[src/rtl/mlwq_pkg.sv]
// package with shared types and constants for the mutex wait queue
package mlwq_pkg;

  localparam int unsigned IdW = 8;

  localparam logic KIND_LOCK   = 1'b0;
  localparam logic KIND_UNLOCK = 1'b1;

  typedef logic [IdW-1:0] thread_id_t;

  typedef struct packed {
    logic       valid;
    thread_id_t id;
  } slot_t;

  typedef struct packed {
    logic       remove;
    logic       append;
    thread_id_t id;
  } cell_ctrl_t;

endpackage

[src/rtl/mlwq_req_if.sv]
// request channel carrying lock and unlock requests
interface mlwq_req_if;
  logic                  valid;
  logic                  ready;
  logic                  kind;
  mlwq_pkg::thread_id_t  thread_id;

  modport source (output valid, output kind, output thread_id, input ready);
  modport sink   (input valid, input kind, input thread_id, output ready);
endinterface

[src/rtl/mlwq_rsp_if.sv]
// response channel carrying grant, queue and wake-up results
interface mlwq_rsp_if;
  logic                  valid;
  logic                  ready;
  logic                  granted;
  logic                  queued;
  logic                  queue_overflow;
  logic                  wake_valid;
  mlwq_pkg::thread_id_t  wake_thread;

  modport source (output valid, output granted, output queued, output queue_overflow,
                  output wake_valid, output wake_thread, input ready);
  modport sink   (input valid, input granted, input queued, input queue_overflow,
                  input wake_valid, input wake_thread, output ready);
endinterface

[src/rtl/mlwq_cell.sv]
// one wait queue slot: removal shifts the neighbor in, append fills the first empty slot
module mlwq_cell (
  input  logic                 clk,
  input  logic                 rst,
  input  mlwq_pkg::cell_ctrl_t ctrl,
  input  logic                 prev_valid,
  input  mlwq_pkg::slot_t      next_slot,
  input  logic                 hit_in,
  output logic                 hit_out,
  output mlwq_pkg::slot_t      slot
);

  logic match;

  assign match   = slot.valid && (slot.id == ctrl.id);
  assign hit_out = hit_in | match;

  always_ff @(posedge clk) begin
    if (rst) begin
      slot <= '0;
    end else if (ctrl.remove && hit_out) begin
      slot <= next_slot;
    end else if (ctrl.append && !slot.valid && prev_valid) begin
      slot.valid <= 1'b1;
      slot.id    <= ctrl.id;
    end
  end

endmodule

[src/rtl/mlwq_queue.sv]
// compacted fifo of waiting thread ids built as a row of slot cells
module mlwq_queue #(
  parameter int unsigned QUEUE_DEPTH = 16
) (
  input  logic                 clk,
  input  logic                 rst,
  input  mlwq_pkg::cell_ctrl_t ctrl,
  output mlwq_pkg::slot_t      head,
  output logic                 tail_valid,
  output logic                 hit_any
);

  mlwq_pkg::slot_t slots [QUEUE_DEPTH];
  mlwq_pkg::slot_t nexts [QUEUE_DEPTH];
  logic            prevs [QUEUE_DEPTH];
  logic [QUEUE_DEPTH:0] hits;

  assign hits[0] = 1'b0;

  for (genvar i = 0; i < QUEUE_DEPTH; i++) begin : g_cell
    if (i == QUEUE_DEPTH - 1) begin : g_last
      assign nexts[i] = '0;
    end else begin : g_mid
      assign nexts[i] = slots[i+1];
    end
    if (i == 0) begin : g_first
      assign prevs[i] = 1'b1;
    end else begin : g_rest
      assign prevs[i] = slots[i-1].valid;
    end

    mlwq_cell u_cell (
      .clk        (clk),
      .rst        (rst),
      .ctrl       (ctrl),
      .prev_valid (prevs[i]),
      .next_slot  (nexts[i]),
      .hit_in     (hits[i]),
      .hit_out    (hits[i+1]),
      .slot       (slots[i])
    );
  end

  assign head       = slots[0];
  assign tail_valid = slots[QUEUE_DEPTH-1].valid;
  assign hit_any    = hits[QUEUE_DEPTH];

endmodule

[src/rtl/mutex_lock_with_wait_queue.sv]
// top level of the hardware mutex with a compacted wait queue
// the response is registered when the request is accepted
// a new request is not taken until the append state has passed; removal happens in the accept cycle
//   and the append into the slot row in the following cycle
// reset: mutex free, all queue slots empty, no pending response
module mutex_lock_with_wait_queue #(
  parameter int unsigned QUEUE_DEPTH = 16
) (
  input  logic         clk,
  input  logic         rst,
  mlwq_req_if.sink     req,
  mlwq_rsp_if.source   rsp
);

  localparam logic ST_IDLE   = 1'b0;
  localparam logic ST_APPEND = 1'b1;

  logic                 state;
  logic                 state_next;
  logic                 held;
  logic                 do_append;
  mlwq_pkg::thread_id_t append_id;
  logic                 accept;
  logic                 is_lock;
  logic                 full_after;
  mlwq_pkg::cell_ctrl_t ctrl;
  mlwq_pkg::slot_t      head;
  logic                 tail_valid;
  logic                 hit_any;

  assign req.ready  = (state == ST_IDLE) && (!rsp.valid || rsp.ready);
  assign accept     = req.valid && req.ready;
  assign is_lock    = (req.kind == mlwq_pkg::KIND_LOCK);
  assign full_after = tail_valid && !hit_any;

  always_comb begin
    ctrl.remove = 1'b0;
    ctrl.append = 1'b0;
    ctrl.id     = req.thread_id;
    if (state == ST_APPEND) begin
      ctrl.append = do_append;
      ctrl.id     = append_id;
    end else begin
      ctrl.remove = accept && is_lock;
    end
  end

  always_comb begin
    case (state)
      ST_IDLE:   state_next = accept ? ST_APPEND : ST_IDLE;
      ST_APPEND: state_next = ST_IDLE;
      default:   state_next = ST_IDLE;
    endcase
  end

  mlwq_queue #(
    .QUEUE_DEPTH (QUEUE_DEPTH)
  ) u_queue (
    .clk        (clk),
    .rst        (rst),
    .ctrl       (ctrl),
    .head       (head),
    .tail_valid (tail_valid),
    .hit_any    (hit_any)
  );

  always_ff @(posedge clk) begin
    if (rst) begin
      state     <= ST_IDLE;
      held      <= 1'b0;
      do_append <= 1'b0;
      rsp.valid <= 1'b0;
    end else begin
      state <= state_next;
      if (accept) begin
        rsp.valid <= 1'b1;
        held      <= is_lock;
        do_append <= is_lock && held && !full_after;
      end else if (rsp.ready) begin
        rsp.valid <= 1'b0;
      end
    end
  end

  always_ff @(posedge clk) begin
    if (accept) begin
      append_id          <= req.thread_id;
      rsp.granted        <= is_lock && !held;
      rsp.queued         <= is_lock && held && !full_after;
      rsp.queue_overflow <= is_lock && held && full_after;
      rsp.wake_valid     <= !is_lock && head.valid;
      rsp.wake_thread    <= (!is_lock && head.valid) ? head.id : '0;
    end
  end

endmodule

[src/flat_wrapper.sv]
// flat-port wrapper written by rule: the top's interface ports become plain ports
module mutex_lock_with_wait_queue_flat 
#(
  parameter int unsigned QUEUE_DEPTH = 16
)
  (clk, rst, req_valid, req_kind, req_thread_id, req_ready, rsp_valid, rsp_granted, rsp_queued, rsp_queue_overflow, rsp_wake_valid, rsp_wake_thread, rsp_ready);
  mlwq_req_if req_i ();
  mlwq_rsp_if rsp_i ();
  input  logic clk;
  input  logic rst;
  input wire logic [$bits(req_i.valid)-1:0] req_valid;
  input wire logic [$bits(req_i.kind)-1:0] req_kind;
  input wire logic [$bits(req_i.thread_id)-1:0] req_thread_id;
  output wire logic [$bits(req_i.ready)-1:0] req_ready;
  output wire logic [$bits(rsp_i.valid)-1:0] rsp_valid;
  output wire logic [$bits(rsp_i.granted)-1:0] rsp_granted;
  output wire logic [$bits(rsp_i.queued)-1:0] rsp_queued;
  output wire logic [$bits(rsp_i.queue_overflow)-1:0] rsp_queue_overflow;
  output wire logic [$bits(rsp_i.wake_valid)-1:0] rsp_wake_valid;
  output wire logic [$bits(rsp_i.wake_thread)-1:0] rsp_wake_thread;
  input wire logic [$bits(rsp_i.ready)-1:0] rsp_ready;
  assign req_i.valid = req_valid;
  assign req_i.kind = req_kind;
  assign req_i.thread_id = req_thread_id;
  assign req_ready = req_i.ready;
  assign rsp_valid = rsp_i.valid;
  assign rsp_granted = rsp_i.granted;
  assign rsp_queued = rsp_i.queued;
  assign rsp_queue_overflow = rsp_i.queue_overflow;
  assign rsp_wake_valid = rsp_i.wake_valid;
  assign rsp_wake_thread = rsp_i.wake_thread;
  assign rsp_i.ready = rsp_ready;
  mutex_lock_with_wait_queue #(.QUEUE_DEPTH(QUEUE_DEPTH)) u_core (.clk(clk), .rst(rst), .req(req_i), .rsp(rsp_i));
endmodule
[config.mk]
export PLATFORM = sky130hd
export DESIGN_NAME = mutex_lock_with_wait_queue_flat
export DESIGN_NICKNAME = d
export VERILOG_FILES = /design/src/rtl/mlwq_pkg.sv /design/src/rtl/mlwq_req_if.sv /design/src/rtl/mlwq_rsp_if.sv /design/src/rtl/mlwq_cell.sv /design/src/rtl/mlwq_queue.sv /design/src/rtl/mutex_lock_with_wait_queue.sv /design/src/flat_wrapper.sv
export SDC_FILE = /design/constraint.sdc
export NUM_CORES = 1
export LEC_CHECK = 0
export BUFFER_PORTS_ARGS = -buffer_cell sky130_fd_sc_hd__buf_2
export CORE_ASPECT_RATIO = 1.25
export CORE_MARGIN = 2
export CORE_UTILIZATION = 65
export DETAILED_ROUTE_END_ITERATION = 16
export PLACE_DENSITY = 0.86
export SETUP_SLACK_MARGIN = 0.1
export SLEW_MARGIN = 40
export SYNTH_ARGS = -nofsm -noshare
export SYNTH_HDL_FRONTEND = slang
export SYNTH_SLANG_ARGS = --single-unit
[constraint.sdc]
create_clock -name clk -period 6.8 [get_ports clk]
set_input_delay 1.7 -clock clk [delete_from_list [all_inputs] [get_ports clk]]
set_output_delay 1.7 -clock clk [all_outputs]
set_load 0.005 [all_outputs]
==> impl_metrics.json <==
{
  "global_route.usage.total": 0.293,
  "detail_route.iter0.violations": 862,
  "ys_top_cells_by_count": "nor2_1 (200), dfxtp_1 (148), nand2_1 (99), xnor2_1 (95), o21ai_0 (94)",
  "grt_max_degree": 77,
  "start_util": 0.663,
  "die-width_microns": 110,
  "cts_repair_resize_count": 0,
  "worst_skew_pair.late_latency_ns": 0.44,
  "worst_clock_skew_ns": 0.00972,
  "ir_drop_v": 0.000228,
  "path_class": "primary input to flip-flop",
  "relative_slew_slack": 0.462,
  "ys_top_cells_by_area": "dfxtp_1 (32%), mux2i_1 (9.6%), xnor2_1 (9.1%), nor2_1 (8.2%), edfxtp_1 (6.6%)",
  "route.detailed.wl_per_inst_microns": 16.7,
  "crit_path_end_kind": "flip-flop",
  "critical_path_buf_inv_count": 2,
  "number_of_buffers_added_by_the_clock_tree_synthesis_step": 17,
  "routed_wirelength_mm": 21.0,
  "clock_tree.root_cell": "clkbuf_16",
  "time_the_final_worst_path_needs_with_i_o_delays_and_setup_ns": 4.69,
  "finalInstanceArea_sq_um": 9810,
  "die_h_microns": 137,
  "total_power_divided_by_cell_area_nw_per_um2": 217,
  "synth_edf_count": 20,
  "clock-sinks": 168,
  "numPortBuffers": 26,
  "io_pins": 27,
  "postLayoutCoreUtil": 0.711,
  "hpwlAfterDp_mm": 13.6,
  "coreArea_sq_um": 13800,
  "ys_types": 50,
  "ctsHtreeMaxLevel": 4,
  "cap_viol_max_count": 0,
  "post_route_cells_drive_above_1_share": 0.0971,
  "min_path_type": "flip-flop to flip-flop",
  "netlist_instances": 1085,
  "timing.critical_path.from_type": "primary input",
  "ant_nets": 0,
  "leakage_nw": 3.75,
  "via_per_inst": 6.00,
  "synth.ff_latch_count": 168,
  "footprint_of_the_multi_input_gates_sq_um": 5180,
  "overflow": 0,
  "ys_dominant_reg_cell": "dfxtp_1",
  "timing.final.max_slew_violations": 0,
  "totalPowerFinal_mw": 2.13,
  "min_period_over_period": 0.690,
  "layout.area.seq_sq_um": 3560,
  "clock_path_buffers": 2,
  "critical_path.cell_chain": "buf_2, mux2i_4, buf_4, xnor2_1, nor3_1, nand4_1, o21ai_1, nor3_1, a31oi_2, mux2i_1, nor2_1",
  "synth_top_area_frac": 0.323,
  "synth.largest_area_cell": "dfxtp_1",
  "hold_violations": 0,
  "synth_sequential_area_ratio": 0.389,
  "final_nets": 1081,
  "worst_ep_arrival_time_ns": 4.98,
  "diodes": 0,
  "critPathTopFamily": "compound AO/OA/AOI/OAI gates",
  "cts_hold_buffers": 0,
  "die_area_sq_um": 15100,
  "fp_rows": 48,
  "synth.net_count": 1098,
  "tritoncts": "built",
  "syn_to_final_growth_pct": 7.16,
  "finalWeightedCongestion": 0.850,
  "yosysWarnings": 0,
  "setup_tns_ns": 0,
  "run_status": "finished, final reports clean",
  "timing.critical_path.slowest_cell_delay_ns": 0.72,
  "antenna_found_initial": 0,
  "slowest_stage": "a31oi_2",
  "crit_path_max_fanout": 17,
  "grt_setup_unrepaired": "no",
  "final_non_filler_cell_total": 1256,
  "setup_violations": 0,
  "drt_first_pass_iters": 5,
  "timing_worst_slew_pin_value_ns": 0.790,
  "dpl_cell_area_sq_um": 9230,
  "num_vias": 7541,
  "synth_most_common_cell": "nor2_1",
  "maxClockFrequency_mhz": 213,
  "placedCellCount": 1223,
  "worstPathRequired_ns": 7.09,
  "cp_common_cell": "nor3_1",
  "synth_async_sr_flop_share": 0,
  "synth.avg_cell_area_sq_um": 8.44,
  "cts.reportedPaths.clkPinSlew_ns": 0.06,
  "fillers": 967,
  "grt_first_pass_wirelength_mm": 34.7,
  "cts.repair_timing.setup_buffer_count": 0,
  "drcViolationCount": 0,
  "syn-cell-area_sq_um": 9160,
  "vias_in_the_first_global_route": 7096
}
==> cell type report <==
cell class,count,share of cell area
multi-input cells,833,0.528
clock buffers,22,0.0473
clock inverters,10,0.0105
repair buffers,42,0.0269
inverters,6,0.00229
flip-flops and latches,168,0.363
well taps,175,0.0223
==> cells by family after synthesis <==
group,count (synthesis),share of synthesized area
multiplexers,104,0.125
AND/OR/NAND/NOR,401,0.194
buffers and inverters,84,0.0489
AO/OA/AOI/OAI,202,0.123
XOR/XNOR,126,0.120
flip-flops,168,0.389
==> worst paths after layout <==
kind | startpoint | to | slack [ns] | depth (start not counted)
max | req_thread_id[1] | u_core.u_queue.g_cell[14].u_cell.slot[3] | 2.11 | 11
min | u_core.rsp.valid | u_core.rsp.valid | 0.49 | 2
max reg2reg | u_core.state | u_core.u_queue.g_cell[14].u_cell.slot[3] | 2.76 | 11
min reg2reg | u_core.rsp.valid | u_core.rsp.valid | 0.49 | 2
==> metrics by stage <==
stage / worst slack [ns] / hold WS [ns]
floorplan: 3.05 / 0.461
detailed placement: 1.75 / 0.479
finish: 2.11 / 0.488
global route: 1.90 / 0.535
global placement: 1.86 / 0.470
CTS: 2.18 / 0.494
==> flip-flops by register name, summed over array words and instances (netlist names) <==
| signal | flops |
|---|---|
| u_core.u_queue.g_cell.u_cell.slot | 144 |
| u_core.rsp.valid | 1 |
| u_core.append_id | 8 |
| u_core.do_append | 1 |
| u_core.state | 1 |
| u_core.rsp.queued | 1 |
| u_core.rsp.wake_valid | 1 |
| u_core.held | 1 |
| u_core.rsp.granted | 1 |
| u_core.rsp.queue_overflow | 1 |
| u_core.rsp.wake_thread | 8 |
==> worst register-to-register path, stage by stage, from the launching register on <==
cell and delay, ns:
dfxtp_1 0.31, buf_4 0.30, mux2i_4 0.76, buf_4 0.39, xnor2_1 0.11, nor3_1 0.23
nand4_1 0.17, o21ai_1 0.34, nor3_1 0.20, a31oi_2 0.72, mux2i_1 0.30, nor2_1 0.07
==> per-layer routing <==
metal / wire (microns) / part of all wire / up-vias / GRT usage
li1: - / - / 3656 / -
met1: 8650 / 0.41 / 3555 / 0.338
met2: 10400 / 0.50 / 264 / 0.492
met3: 1050 / 0.050 / 66 / 0.0690
met4: 887 / 0.042 / 0 / 0.163
met5: 0 / 0 / - / 0
==> power breakdown <==
part           switching (mW)  internal (mW)
logic                   0.114         0.0612
clock network           0.385          0.555
registers             0.00420           1.01
total                   0.503           1.63
==> cells in the final DEF, fill, tap and decap left out, types with 6 or more instances in the layout <==
cell       count
nor3_1        15
nand3_1       10
inv_1          6
o21ai_0       94
a21oi_1       74
xor2_1        31
and3_1         9
nor2_1       199
dfxtp_1      148
nand3b_1      14
xnor2_1       95
clkinv_2       7
nor2b_1       10
buf_4         15
mux2i_4        8
mux2i_1       88
buf_2         25
clkbuf_16     17
nand2_1       99
mux2_2         8
nand4_1       13
nor4_1        15
a211oi_1      16
edfxtp_1      20
Power figures use the tool's default switching activity.
